## src/rtl/wsp_pkg.sv

```systemverilog
// Package with the shared types and constants of the WAV stream parser.
package wsp_pkg;

	typedef struct packed {
		logic [7:0] stream_byte;
		logic       last_byte;
	} in_item_t;

	typedef struct packed {
		logic              sample_valid;
		logic signed [31:0] sample_value;
		logic [15:0]       channel_index;
		logic [2:0]        stream_status;
	} out_item_t;

	// Work handed from the parser front to the conversion back end.
	typedef struct packed {
		logic        is_sample;
		logic [31:0] assembly;
		logic [15:0] audio_format;
		logic [12:0] sample_bytes;
		logic [15:0] channel;
		logic [2:0]  status;
	} job_t;

	localparam logic [2:0] ST_RUN   = 3'd0;
	localparam logic [2:0] ST_DONE  = 3'd1;
	localparam logic [2:0] ST_TAG   = 3'd2;
	localparam logic [2:0] ST_FMT   = 3'd3;
	localparam logic [2:0] ST_TRUNC = 3'd4;

	localparam logic [31:0] TAG_RIFF = 32'h4646_4952;
	localparam logic [31:0] TAG_WAVE = 32'h4556_4157;
	localparam logic [31:0] TAG_FMT  = 32'h2074_6D66;
	localparam logic [31:0] TAG_DATA = 32'h6174_6164;

	localparam logic [15:0] FMT_PCM   = 16'd1;
	localparam logic [15:0] FMT_FLOAT = 16'd3;

	typedef enum logic [13:0] {
		PH_RIFF_TAG  = 14'b00000000000001,
		PH_RIFF_SIZE = 14'b00000000000010,
		PH_WAVE_TAG  = 14'b00000000000100,
		PH_FMT_ID    = 14'b00000000001000,
		PH_SKIPSZ_A  = 14'b00000000010000,
		PH_SKIP_A    = 14'b00000000100000,
		PH_FMT_SIZE  = 14'b00000001000000,
		PH_FMT_BODY  = 14'b00000010000000,
		PH_DATA_ID   = 14'b00000100000000,
		PH_SKIPSZ_B  = 14'b00001000000000,
		PH_SKIP_B    = 14'b00010000000000,
		PH_DATA_SIZE = 14'b00100000000000,
		PH_DATA      = 14'b01000000000000,
		PH_HALT      = 14'b10000000000000
	} phase_t;

endpackage

```

## src/rtl/wav_stream_parser_top.sv

```systemverilog
// Top level of the WAV stream parser.
//  channel  | direction | handshake             | payload
//  in       | input     | push / full           | in_item  (stream_byte, last_byte)
//  out      | output    | empty / pop           | out_item (valid, value, channel, status)
// One byte is taken per cycle while full is low; the front parser updates its
// state in that same cycle. A result is registered in a job queue of QUEUE_DEPTH
// entries and reaches the output register through a combinational conversion.
// Reset clears the parser and empties the queue and the output register.
// Full rises only when the queue fills while results are not popped.
module wav_stream_parser_top #(
	parameter int QUEUE_DEPTH = 4
) (
	input  logic               clk,
	input  logic               arst_n,
	input  logic               push,
	output logic               full,
	input  wsp_pkg::in_item_t  in_item,
	output logic               empty,
	input  logic               pop,
	output wsp_pkg::out_item_t out_item
);
	import wsp_pkg::*;

	logic take, job_valid, q_empty, q_pop;
	job_t job_in, job_out;

	assign take = push && !full;

	wsp_front u_front (
		.clk       (clk),
		.arst_n    (arst_n),
		.take      (take),
		.item      (in_item),
		.job_valid (job_valid),
		.job       (job_in)
	);

	wsp_fifo #(.DEPTH(QUEUE_DEPTH)) u_fifo (
		.clk    (clk),
		.arst_n (arst_n),
		.wr     (job_valid),
		.wdata  (job_in),
		.full   (full),
		.rd     (q_pop),
		.empty  (q_empty),
		.rdata  (job_out)
	);

	wsp_back u_back (
		.clk       (clk),
		.arst_n    (arst_n),
		.job_empty (q_empty),
		.job       (job_out),
		.job_pop   (q_pop),
		.empty     (empty),
		.pop       (pop),
		.result    (out_item)
	);
endmodule

```

## src/rtl/wsp_front.sv

```systemverilog
// Byte parser front end that walks the chunks and assembles samples.
module wsp_front (
	input  logic             clk,
	input  logic             arst_n,
	input  logic             take,
	input  wsp_pkg::in_item_t item,
	output logic             job_valid,
	output wsp_pkg::job_t    job
);
	import wsp_pkg::*;

	phase_t      phase_q;
	logic [31:0] tag_q;
	logic [4:0]  fcnt_q;
	logic [31:0] skip_q;
	logic [15:0] afmt_q;
	logic [15:0] chtot_q;
	logic [12:0] sbytes_q;
	logic [31:0] drem_q;
	logic [31:0] asm_q;
	logic [12:0] sidx_q;
	logic [15:0] chcnt_q;

	phase_t      phase_d;
	logic [31:0] tag_d, skip_d, drem_d, asm_d, shifted;
	logic [4:0]  fcnt_d;
	logic [15:0] afmt_d, chtot_d, chcnt_d, chinc;
	logic [12:0] sbytes_d, sidx_d, sidx_inc;
	logic        field_done, got;
	logic [2:0]  status;

	assign shifted    = {item.stream_byte, tag_q[31:8]};
	assign field_done = (fcnt_q == 5'd3);
	assign sidx_inc   = sidx_q + 13'd1;
	assign chinc      = chcnt_q + 16'd1;

	always_comb begin
		phase_d  = phase_q;
		tag_d    = tag_q;
		fcnt_d   = fcnt_q;
		skip_d   = skip_q;
		afmt_d   = afmt_q;
		chtot_d  = chtot_q;
		sbytes_d = sbytes_q;
		drem_d   = drem_q;
		asm_d    = asm_q;
		sidx_d   = sidx_q;
		chcnt_d  = chcnt_q;
		got      = 1'b0;
		status   = ST_RUN;
		unique case (phase_q)
			PH_RIFF_TAG, PH_RIFF_SIZE, PH_WAVE_TAG, PH_FMT_ID, PH_DATA_ID,
			PH_SKIPSZ_A, PH_SKIPSZ_B, PH_FMT_SIZE, PH_DATA_SIZE: begin
				tag_d  = shifted;
				fcnt_d = field_done ? 5'd0 : fcnt_q + 5'd1;
				if (field_done) begin
					unique case (phase_q)
						PH_RIFF_TAG: begin
							if (shifted == TAG_RIFF) phase_d = PH_RIFF_SIZE;
							else begin
								status  = ST_TAG;
								phase_d = PH_HALT;
							end
						end
						PH_RIFF_SIZE: phase_d = PH_WAVE_TAG;
						PH_WAVE_TAG: begin
							if (shifted == TAG_WAVE) phase_d = PH_FMT_ID;
							else begin
								status  = ST_TAG;
								phase_d = PH_HALT;
							end
						end
						PH_FMT_ID: phase_d = (shifted == TAG_FMT) ? PH_FMT_SIZE : PH_SKIPSZ_A;
						PH_DATA_ID:
							phase_d = (shifted == TAG_DATA) ? PH_DATA_SIZE : PH_SKIPSZ_B;
						PH_SKIPSZ_A: begin
							skip_d  = shifted;
							phase_d = (shifted == 32'd0) ? PH_FMT_ID : PH_SKIP_A;
						end
						PH_SKIPSZ_B: begin
							skip_d  = shifted;
							phase_d = (shifted == 32'd0) ? PH_DATA_ID : PH_SKIP_B;
						end
						PH_FMT_SIZE: begin
							skip_d  = shifted;
							phase_d = (shifted == 32'd0) ? PH_DATA_ID : PH_FMT_BODY;
						end
						default: begin
							drem_d = shifted;
							if (chtot_q == 16'd0 || sbytes_q == 13'd0 || shifted == 32'd0)
							begin
								status  = ST_FMT;
								phase_d = PH_HALT;
							end else begin
								asm_d   = 32'd0;
								sidx_d  = 13'd0;
								chcnt_d = 16'd0;
								phase_d = PH_DATA;
							end
						end
					endcase
				end
			end
			PH_SKIP_A, PH_SKIP_B: begin
				skip_d = (skip_q != 32'd0) ? skip_q - 32'd1 : skip_q;
				if (skip_d == 32'd0) phase_d = (phase_q == PH_SKIP_A) ? PH_FMT_ID : PH_DATA_ID;
			end
			PH_FMT_BODY: begin
				tag_d = shifted;
				if (fcnt_q == 5'd1) afmt_d = shifted[31:16];
				else if (fcnt_q == 5'd3) chtot_d = shifted[31:16];
				else if (fcnt_q == 5'd15) sbytes_d = shifted[31:19];
				if (fcnt_q < 5'd16) fcnt_d = fcnt_q + 5'd1;
				skip_d = (skip_q != 32'd0) ? skip_q - 32'd1 : skip_q;
				if (skip_d == 32'd0) begin
					fcnt_d  = 5'd0;
					phase_d = PH_DATA_ID;
				end
			end
			PH_DATA: begin
				if (sidx_q < 13'd4) begin
					unique case (sidx_q[1:0])
						2'd0: asm_d[7:0]   = item.stream_byte;
						2'd1: asm_d[15:8]  = item.stream_byte;
						2'd2: asm_d[23:16] = item.stream_byte;
						default: asm_d[31:24] = item.stream_byte;
					endcase
				end
				drem_d = (drem_q != 32'd0) ? drem_q - 32'd1 : drem_q;
				sidx_d = sidx_inc;
				if (sidx_inc >= sbytes_q) begin
					got     = 1'b1;
					sidx_d  = 13'd0;
					chcnt_d = (chinc >= chtot_q) ? 16'd0 : chinc;
				end
				if (drem_d == 32'd0 && sidx_d == 13'd0 && chcnt_d == 16'd0) begin
					status  = ST_DONE;
					phase_d = PH_HALT;
				end
			end
			default: ;
		endcase
		if (item.last_byte && phase_q != PH_HALT && status == ST_RUN) status = ST_TRUNC;
	end

	assign job_valid        = take && (got || status != ST_RUN);
	assign job.is_sample    = got;
	assign job.assembly     = asm_d;
	assign job.audio_format = afmt_q;
	assign job.sample_bytes = sbytes_q;
	assign job.channel      = chcnt_q;
	assign job.status       = status;

	always_ff @(posedge clk or negedge arst_n) begin
		if (!arst_n) begin
			phase_q  <= PH_RIFF_TAG;
			tag_q    <= '0;
			fcnt_q   <= '0;
			skip_q   <= '0;
			afmt_q   <= '0;
			chtot_q  <= '0;
			sbytes_q <= '0;
			drem_q   <= '0;
			asm_q    <= '0;
			sidx_q   <= '0;
			chcnt_q  <= '0;
		end else if (take) begin
			if (item.last_byte) begin
				phase_q  <= PH_RIFF_TAG;
				tag_q    <= '0;
				fcnt_q   <= '0;
				skip_q   <= '0;
				afmt_q   <= '0;
				chtot_q  <= '0;
				sbytes_q <= '0;
				drem_q   <= '0;
				asm_q    <= '0;
				sidx_q   <= '0;
				chcnt_q  <= '0;
			end else begin
				phase_q  <= phase_d;
				tag_q    <= tag_d;
				fcnt_q   <= fcnt_d;
				skip_q   <= skip_d;
				afmt_q   <= afmt_d;
				chtot_q  <= chtot_d;
				sbytes_q <= sbytes_d;
				drem_q   <= drem_d;
				asm_q    <= got ? 32'd0 : asm_d;
				sidx_q   <= sidx_d;
				chcnt_q  <= chcnt_d;
			end
		end
	end

`ifndef SYNTHESIS
	a_halt_quiet: assert property (@(posedge clk) disable iff (!arst_n)
		(take && phase_q == PH_HALT && !item.last_byte) |-> !job_valid)
		else $error("Halted parser produced a transaction.");
	a_sample_only_in_data: assert property (@(posedge clk) disable iff (!arst_n)
		(take && got) |-> (phase_q == PH_DATA))
		else $error("Sample completed outside the data chunk.");
	a_reset_after_last: assert property (@(posedge clk) disable iff (!arst_n)
		(take && item.last_byte) |=> (phase_q == PH_RIFF_TAG && fcnt_q == 5'd0))
		else $error("Parser did not return to start after the last byte.");
`endif
endmodule

```

## src/rtl/wsp_fifo.sv

```systemverilog
// Short queue of jobs between the parser front and the conversion back end.
module wsp_fifo #(
	parameter int DEPTH = 4
) (
	input  logic          clk,
	input  logic          arst_n,
	input  logic          wr,
	input  wsp_pkg::job_t wdata,
	output logic          full,
	input  logic          rd,
	output logic          empty,
	output wsp_pkg::job_t rdata
);
	import wsp_pkg::*;

	localparam int AW = (DEPTH > 1) ? $clog2(DEPTH) : 1;

	job_t          mem_q [DEPTH];
	logic [AW-1:0] wp_q, rp_q;
	logic [AW:0]   cnt_q;

	assign full  = (cnt_q == (AW+1)'(DEPTH));
	assign empty = (cnt_q == '0);
	assign rdata = mem_q[rp_q];

	always_ff @(posedge clk) begin
		if (wr && !full) mem_q[wp_q] <= wdata;
	end

	always_ff @(posedge clk or negedge arst_n) begin
		if (!arst_n) begin
			wp_q  <= '0;
			rp_q  <= '0;
			cnt_q <= '0;
		end else begin
			if (wr && !full) wp_q <= (wp_q == AW'(DEPTH - 1)) ? '0 : wp_q + AW'(1);
			if (rd && !empty) rp_q <= (rp_q == AW'(DEPTH - 1)) ? '0 : rp_q + AW'(1);
			cnt_q <= cnt_q + (AW+1)'(wr && !full) - (AW+1)'(rd && !empty);
		end
	end

`ifndef SYNTHESIS
	a_no_overflow: assert property (@(posedge clk) disable iff (!arst_n)
		(full && !rd) |=> full)
		else $error("Queue lost an entry while full.");
	a_count_step: assert property (@(posedge clk) disable iff (!arst_n)
		(wr && !full && !rd) |=> (cnt_q == $past(cnt_q) + (AW+1)'(1)))
		else $error("Queue count did not follow a write.");
	a_empty_stays: assert property (@(posedge clk) disable iff (!arst_n)
		(empty && !wr) |=> empty)
		else $error("Queue became non-empty without a write.");
`endif
endmodule

```

## src/rtl/wsp_back.sv

```systemverilog
// Conversion back end that turns a queued job into a Q1.31 result.
module wsp_back (
	input  logic              clk,
	input  logic              arst_n,
	input  logic              job_empty,
	input  wsp_pkg::job_t     job,
	output logic              job_pop,
	output logic              empty,
	input  logic              pop,
	output wsp_pkg::out_item_t result
);
	import wsp_pkg::*;

	out_item_t   res_q;
	logic        vld_q;
	logic [31:0] value, fmag, man;
	logic [7:0]  ex;
	logic        neg;
	logic [8:0]  sh;

	always_comb begin
		neg  = job.assembly[31];
		ex   = job.assembly[30:23];
		man  = {9'd0, job.assembly[22:0]};
		fmag = 32'd0;
		sh   = 9'd0;
		if (ex == 8'hFF) begin
			fmag = (man != 32'd0) ? 32'd0 : (neg ? 32'h8000_0000 : 32'h7FFF_FFFF);
		end else begin
			if (ex == 8'd0) sh = 9'd1;
			else begin
				sh  = {1'b0, ex};
				man = man | 32'h0080_0000;
			end
			if (sh >= 9'd127) fmag = neg ? 32'h8000_0000 : 32'h7FFF_FFFF;
			else if (sh >= 9'd119) fmag = neg ? 32'd0 - (man << (sh - 9'd119))
				: (man << (sh - 9'd119));
			else if (sh > 9'd87) fmag = neg ? 32'd0 - (man >> (9'd119 - sh))
				: (man >> (9'd119 - sh));
			else fmag = 32'd0;
		end
		value = 32'd0;
		if (job.audio_format == FMT_PCM) begin
			unique case (job.sample_bytes)
				13'd1: value = {job.assembly[7:0] ^ 8'h80, 24'd0};
				13'd2: value = {job.assembly[15:0], 16'd0};
				13'd3: value = {job.assembly[23:0], 8'd0};
				13'd4: value = job.assembly;
				default: value = 32'd0;
			endcase
		end else if (job.audio_format == FMT_FLOAT && job.sample_bytes == 13'd4) begin
			value = fmag;
		end
		if (!job.is_sample) value = 32'd0;
	end

	assign job_pop = !job_empty && (!vld_q || pop);
	assign empty   = !vld_q;
	assign result  = res_q;

	always_ff @(posedge clk) begin
		if (job_pop) begin
			res_q.sample_valid  <= job.is_sample;
			res_q.sample_value  <= value;
			res_q.channel_index <= job.is_sample ? job.channel : 16'd0;
			res_q.stream_status <= job.status;
		end
	end

	always_ff @(posedge clk or negedge arst_n) begin
		if (!arst_n) vld_q <= 1'b0;
		else if (job_pop) vld_q <= 1'b1;
		else if (pop) vld_q <= 1'b0;
	end

`ifndef SYNTHESIS
	a_hold_stalled: assert property (@(posedge clk) disable iff (!arst_n)
		(vld_q && !pop) |=> (vld_q && $stable(res_q)))
		else $error("Stalled result changed.");
	a_pop_fills: assert property (@(posedge clk) disable iff (!arst_n)
		job_pop |=> vld_q)
		else $error("Taken job left no result.");
	a_no_take_when_held: assert property (@(posedge clk) disable iff (!arst_n)
		(vld_q && !pop) |-> !job_pop)
		else $error("Job taken over a waiting result.");
`endif
endmodule

```

## config.mk

```make
export PLATFORM = sky130hd
export DESIGN_NAME = wav_stream_parser_top
export DESIGN_NICKNAME = d
export VERILOG_FILES = /design/src/rtl/wsp_pkg.sv /design/src/rtl/wav_stream_parser_top.sv /design/src/rtl/wsp_front.sv /design/src/rtl/wsp_fifo.sv /design/src/rtl/wsp_back.sv
export SDC_FILE = /design/constraint.sdc
export NUM_CORES = 1
export LEC_CHECK = 0
export ABC_AREA = 1
export BUFFER_PORTS_ARGS = -buffer_cell sky130_fd_sc_hd__buf_2
export CAP_MARGIN = 30
export CORE_MARGIN = 2
export CORE_UTILIZATION = 55
export DETAILED_ROUTE_END_ITERATION = 12
export PLACE_DENSITY = 0.79
export SLEW_MARGIN = 30
export SYNTH_ARGS = -nofsm -noshare
export SYNTH_HDL_FRONTEND = slang
export SYNTH_SLANG_ARGS = --single-unit
```

## constraint.sdc

```tcl
create_clock -name clk -period 7.55 [get_ports clk]
set_input_delay 0.3775 -clock clk [delete_from_list [all_inputs] [get_ports clk]]
set_output_delay 0.3775 -clock clk [all_outputs]
set_load 0.03 [all_outputs]
```

==> metrics.txt <==
# TYPE chip_impl_metric gauge
chip_impl_info{name="crit-reg2reg-launch",value="u_front.sidx_q[0]"} 1
chip_impl_metric{name="cts-buffers-inserted",unit=""} 57
chip_impl_metric{name="grt_first_pass_wirelength",unit="um"} 162000
chip_impl_metric{name="synth_fp_nets",unit=""} 4443
chip_impl_info{name="leading_post_synthesis_cells_by_cell_area",value="edfxtp_1 32%, dfrtp_1 16%, nand2_1 12%, nand3_1 5.3%, inv_1 5.1%"} 1
chip_impl_metric{name="clkSlewWorstSetupHoldPaths",unit="ns"} 0.06
chip_impl_metric{name="synth.yosys.seq_area_share",unit=""} 0.479
chip_impl_metric{name="tns",unit="ns"} 0
chip_impl_info{name="synthFlopType",value="edfxtp_1"} 1
chip_impl_metric{name="fp.dieW",unit="um"} 257
chip_impl_metric{name="synthesis.yosys.warnings",unit=""} 0
chip_impl_metric{name="rows",unit=""} 92
chip_impl_metric{name="netlist_instances",unit=""} 4377
chip_impl_metric{name="portBuffers",unit=""} 66
chip_impl_metric{name="post_synth_instance_area",unit="um2"} 35200
chip_impl_metric{name="synth.ff_latch_count",unit=""} 597
chip_impl_metric{name="first_global_vias",unit=""} 29700
chip_impl_metric{name="post_drt_wl_per_cell",unit="um"} 19.7
chip_impl_metric{name="grt_overflow_total",unit=""} 0
chip_impl_metric{name="drt_iter0_drc",unit=""} 3754
chip_impl_metric{name="crit_path_max_incr_delay",unit="ns"} 0.69
chip_impl_info{name="timing.critical_path.cells",value="inv_1, nor4_1, nand3_1, nor4_1, xor2_1, inv_1, ha_1, nand2_1, nor4_1, o21ai_0, nand3_1, clkinv_1, a21oi_1, nand4_1, nor4_1, nand3_1, nand4_1, o21ai_0, buf_4, nor2_4, buf_4"} 1
chip_impl_info{name="setup.worst_path.start_class",value="flip-flop"} 1
chip_impl_metric{name="ant_nets",unit=""} 0
chip_impl_metric{name="area_growth",unit="%"} 7.89
chip_impl_metric{name="setup_fix_buffers_added_after_clock_tree_synthesis",unit=""} 0
chip_impl_metric{name="ioPinCount",unit=""} 67
chip_impl_info{name="critical-path-slowest-cell",value="clkinv_1"} 1
chip_impl_metric{name="actual_slew_at_the_worst_max_slew_pin",unit="ns"} 0.996
chip_impl_metric{name="synth_enable_flop_cells",unit=""} 376
chip_impl_metric{name="max_freq",unit="MHz"} 152
chip_impl_metric{name="first_pass_iters",unit=""} 8
chip_impl_info{name="worstReg2RegEnd",value="u_fifo.mem_q[1][11]"} 1
chip_impl_metric{name="number_of_pins_with_negative_max_slew_slack_in_the_final_report",unit=""} 0
chip_impl_metric{name="final-setup-viol-count",unit=""} 0
chip_impl_info{name="synth_largest_area_cell",value="edfxtp_1"} 1
chip_impl_metric{name="max_cap_violations",unit=""} 0
chip_impl_metric{name="dieArea",unit="um2"} 66000
chip_impl_info{name="status",value="complete, no violations"} 1
chip_impl_metric{name="clkLatencyLatePin",unit="ns"} 0.63
chip_impl_metric{name="max_slew_headroom_at_the_worst_pin",unit=""} 0.336
chip_impl_metric{name="dp_hpwl",unit="um"} 72600
chip_impl_metric{name="h-tree-depth",unit=""} 2
chip_impl_metric{name="drc",unit=""} 0
chip_impl_metric{name="finalWirelength",unit="um"} 104000
chip_impl_metric{name="worst_r2r_path_depth",unit=""} 21
chip_impl_info{name="endpoint",value="u_fifo.mem_q[1][11]"} 1
chip_impl_metric{name="synth_largest_type_area_fraction",unit=""} 0.321
chip_impl_metric{name="antenna_found_initial",unit=""} 0
chip_impl_metric{name="post_cts.resized_instances",unit=""} 0
chip_impl_info{name="cp_common_cell",value="nor4_1"} 1
chip_impl_info{name="tritoncts",value="built"} 1
chip_impl_metric{name="min_path_cells",unit=""} 3
chip_impl_info{name="rsz0062_at_grt",value="no"} 1
chip_impl_metric{name="final_layout_size_suffix_gt1_frac",unit=""} 0.0852
chip_impl_metric{name="pin_count_of_the_biggest_net_entering_global_routing",unit=""} 100
chip_impl_metric{name="die_h",unit="um"} 257
chip_impl_metric{name="timing.critical_path.required",unit="ns"} 7.81
chip_impl_metric{name="gr-usage-all-layers",unit=""} 0.311
chip_impl_metric{name="worst-endpoint-arrival",unit="ns"} 6.82
chip_impl_metric{name="floorplan.initialDensity",unit=""} 0.557
chip_impl_metric{name="cts-root-to-sink-buffers",unit=""} 3
chip_impl_metric{name="syn_avg_cell_area",unit="um2"} 8.03
chip_impl_metric{name="numClockSinks",unit=""} 597
chip_impl_info{name="worstSetupStartpoint",value="u_front.sidx_q[0]"} 1
chip_impl_metric{name="detail_routed_via_count_per_cell",unit=""} 5.98
chip_impl_metric{name="async_reset_ff_frac",unit=""} 0.370
chip_impl_info{name="setup.worst_path.end_class",value="flip-flop"} 1
chip_impl_info{name="timing_worst_setup_path_type",value="reg2reg"} 1
chip_impl_metric{name="design.core.area",unit="um2"} 63100
chip_impl_info{name="hold_class",value="in2reg"} 1
chip_impl_metric{name="worst_clock_skew",unit="ns"} 0.0282
chip_impl_metric{name="final.min_clock_period",unit="ns"} 6.56
chip_impl_metric{name="net_count_reported_at_finish",unit=""} 4429
chip_impl_metric{name="period_share",unit=""} 0.869
chip_impl_metric{name="synth_cell_type_count",unit=""} 68
chip_impl_metric{name="critical_path_fanouts_max",unit=""} 33
chip_impl_metric{name="num_vias",unit=""} 31500
chip_impl_metric{name="place_congestion",unit=""} 1.01
chip_impl_info{name="ctsRootBufferMaster",value="clkbuf_16"} 1
chip_impl_metric{name="hold_violations",unit=""} 0
chip_impl_metric{name="reg2reg_setup_slack",unit="ns"} 0.99
## worst max-delay path, delay by kind of cell, from the launching register on
| kind | cells | cell delay, ns |
|---|---|---|
| buffers and inverters | 5 | 1.58 |
| xor gates and xnor gates | 1 | 0.22 |
| and+or+nand+nor | 11 | 2.87 |
| adders and majority gates | 1 | 0.29 |
| AOI/OAI and AO/OA | 3 | 0.78 |
| DFF | 1 | 0.43 |
## repair_timing
item / 4_1_cts / 5_1_grt
endpoints found under the hold margin: 97 / 0
hold buffers: 1 / 0
endpoints found under the setup margin: 0 / 0
## stage by stage
step | std cells | setup WS, ns | hold slack [ns] | utilization | instance area (um2)
after CTS | 5256 | 1.27 | 0.121 | 0.601 | 37900
after detailed placement | 5148 | 1.31 | 0.473 | 0.572 | 36100
final | 5258 | 0.991 | 0.155 | 0.601 | 37900
after global routing | 5257 | 0.212 | 0.148 | 0.601 | 37900
after global placement | 5148 | 1.39 | 0.470 | 0.571 | 36000
after floorplan | 4377 | -0.299 | 0.0819 | - | 35200
## cells by family (layout without fill, tap and decap cells)
kind of cell / count (synthesis) / count (layout) / synth area share
simple gates: 2241 / 2241 / 0.285
fa+ha+maj: 53 / 53 / 0.0191
buf+inv: 691 / 725 / 0.0805
compound gates: 719 / 719 / 0.118
flops: 597 / 597 / 0.479
other cells: 0 / 1 / 0
xor+xnor: 76 / 76 / 0.0191
## flip-flops by register name, indices dropped and copies added, names as in the netlist
signal / cells
u_front.asm_q: 32
u_front.chcnt_q: 16
u_front.tag_q: 24
u_front.skip_q: 32
u_front.fcnt_q: 5
u_front.chtot_q: 16
u_fifo.mem_q: 324
u_front.afmt_q: 16
u_front.sbytes_q: 13
u_back.result: 52
u_fifo.rp_q: 2
u_front.sidx_q: 13
u_fifo.wp_q: 2
u_front.phase_q: 14
u_back.vld_q: 1
u_fifo.cnt_q: 3
u_front.drem_q: 32
## synthesized netlist by cell type, types with 80 or more instances
cell type / n
nand2_1: 1100
inv_1: 481
nor2_1: 386
edfxtp_1: 376
nand3_1: 369
o21ai_0: 301
dfrtp_1: 220
a21oi_1: 143
o22ai_1: 114
clkbuf_1: 102
nand4_1: 94
nor3_1: 80
## cell type report
cell class / count / area (um2)
Fill cell: 5589 / 25200
Sequential cell: 597 / 16800
Multi-Input combinational cell: 3089 / 15600
Inverter: 511 / 1920
Clock buffer: 69 / 1470
Tap cell: 846 / 1060
Timing Repair Buffer: 107 / 708
Clock inverter: 38 / 352
Antenna cell: 1 / 2.50
## placed cells by master, fill, tap and decap left out, drive strengths merged, types with 23 or more instances in the layout
master	instances
a21oi	147
nor2	415
edfxtp	376
a32oi	23
nor4	59
xor2	69
nor3	82
nand4	95
buf	106
nand3	402
clkinv	31
ha	52
clkbuf	69
dfrtp	220
o22ai	114
nand2	1164
inv	505
o21ai	341
## how the worst min path moves through the flow
| stage | startpoint | endpoint |
|---|---|---|
| 6_report | in_item[3] | u_front.skip_q[26] |
| 3_5_place_dp | u_front.fcnt_q[4] | u_front.fcnt_q[4] |
| 4_1_cts | in_item[3] | u_front.skip_q[26] |
| 5_1_grt | in_item[3] | u_front.skip_q[26] |
| 2_1_floorplan | arst_n | u_back.vld_q |
| 3_3_place_gp | u_front.fcnt_q[4] | u_front.fcnt_q[4] |
## layer usage
layer	part of all wire	vias to the layer above	track usage
met1	0.40	14700	0.407
met4	0.053	0	0.157
met3	0.082	330	0.0442
li1	-	14800	-
met5	0	-	0
met2	0.47	1590	0.507
Power is not shown: default switching activity piles up to over one toggle a cycle in this logic, so the estimate is an artifact.
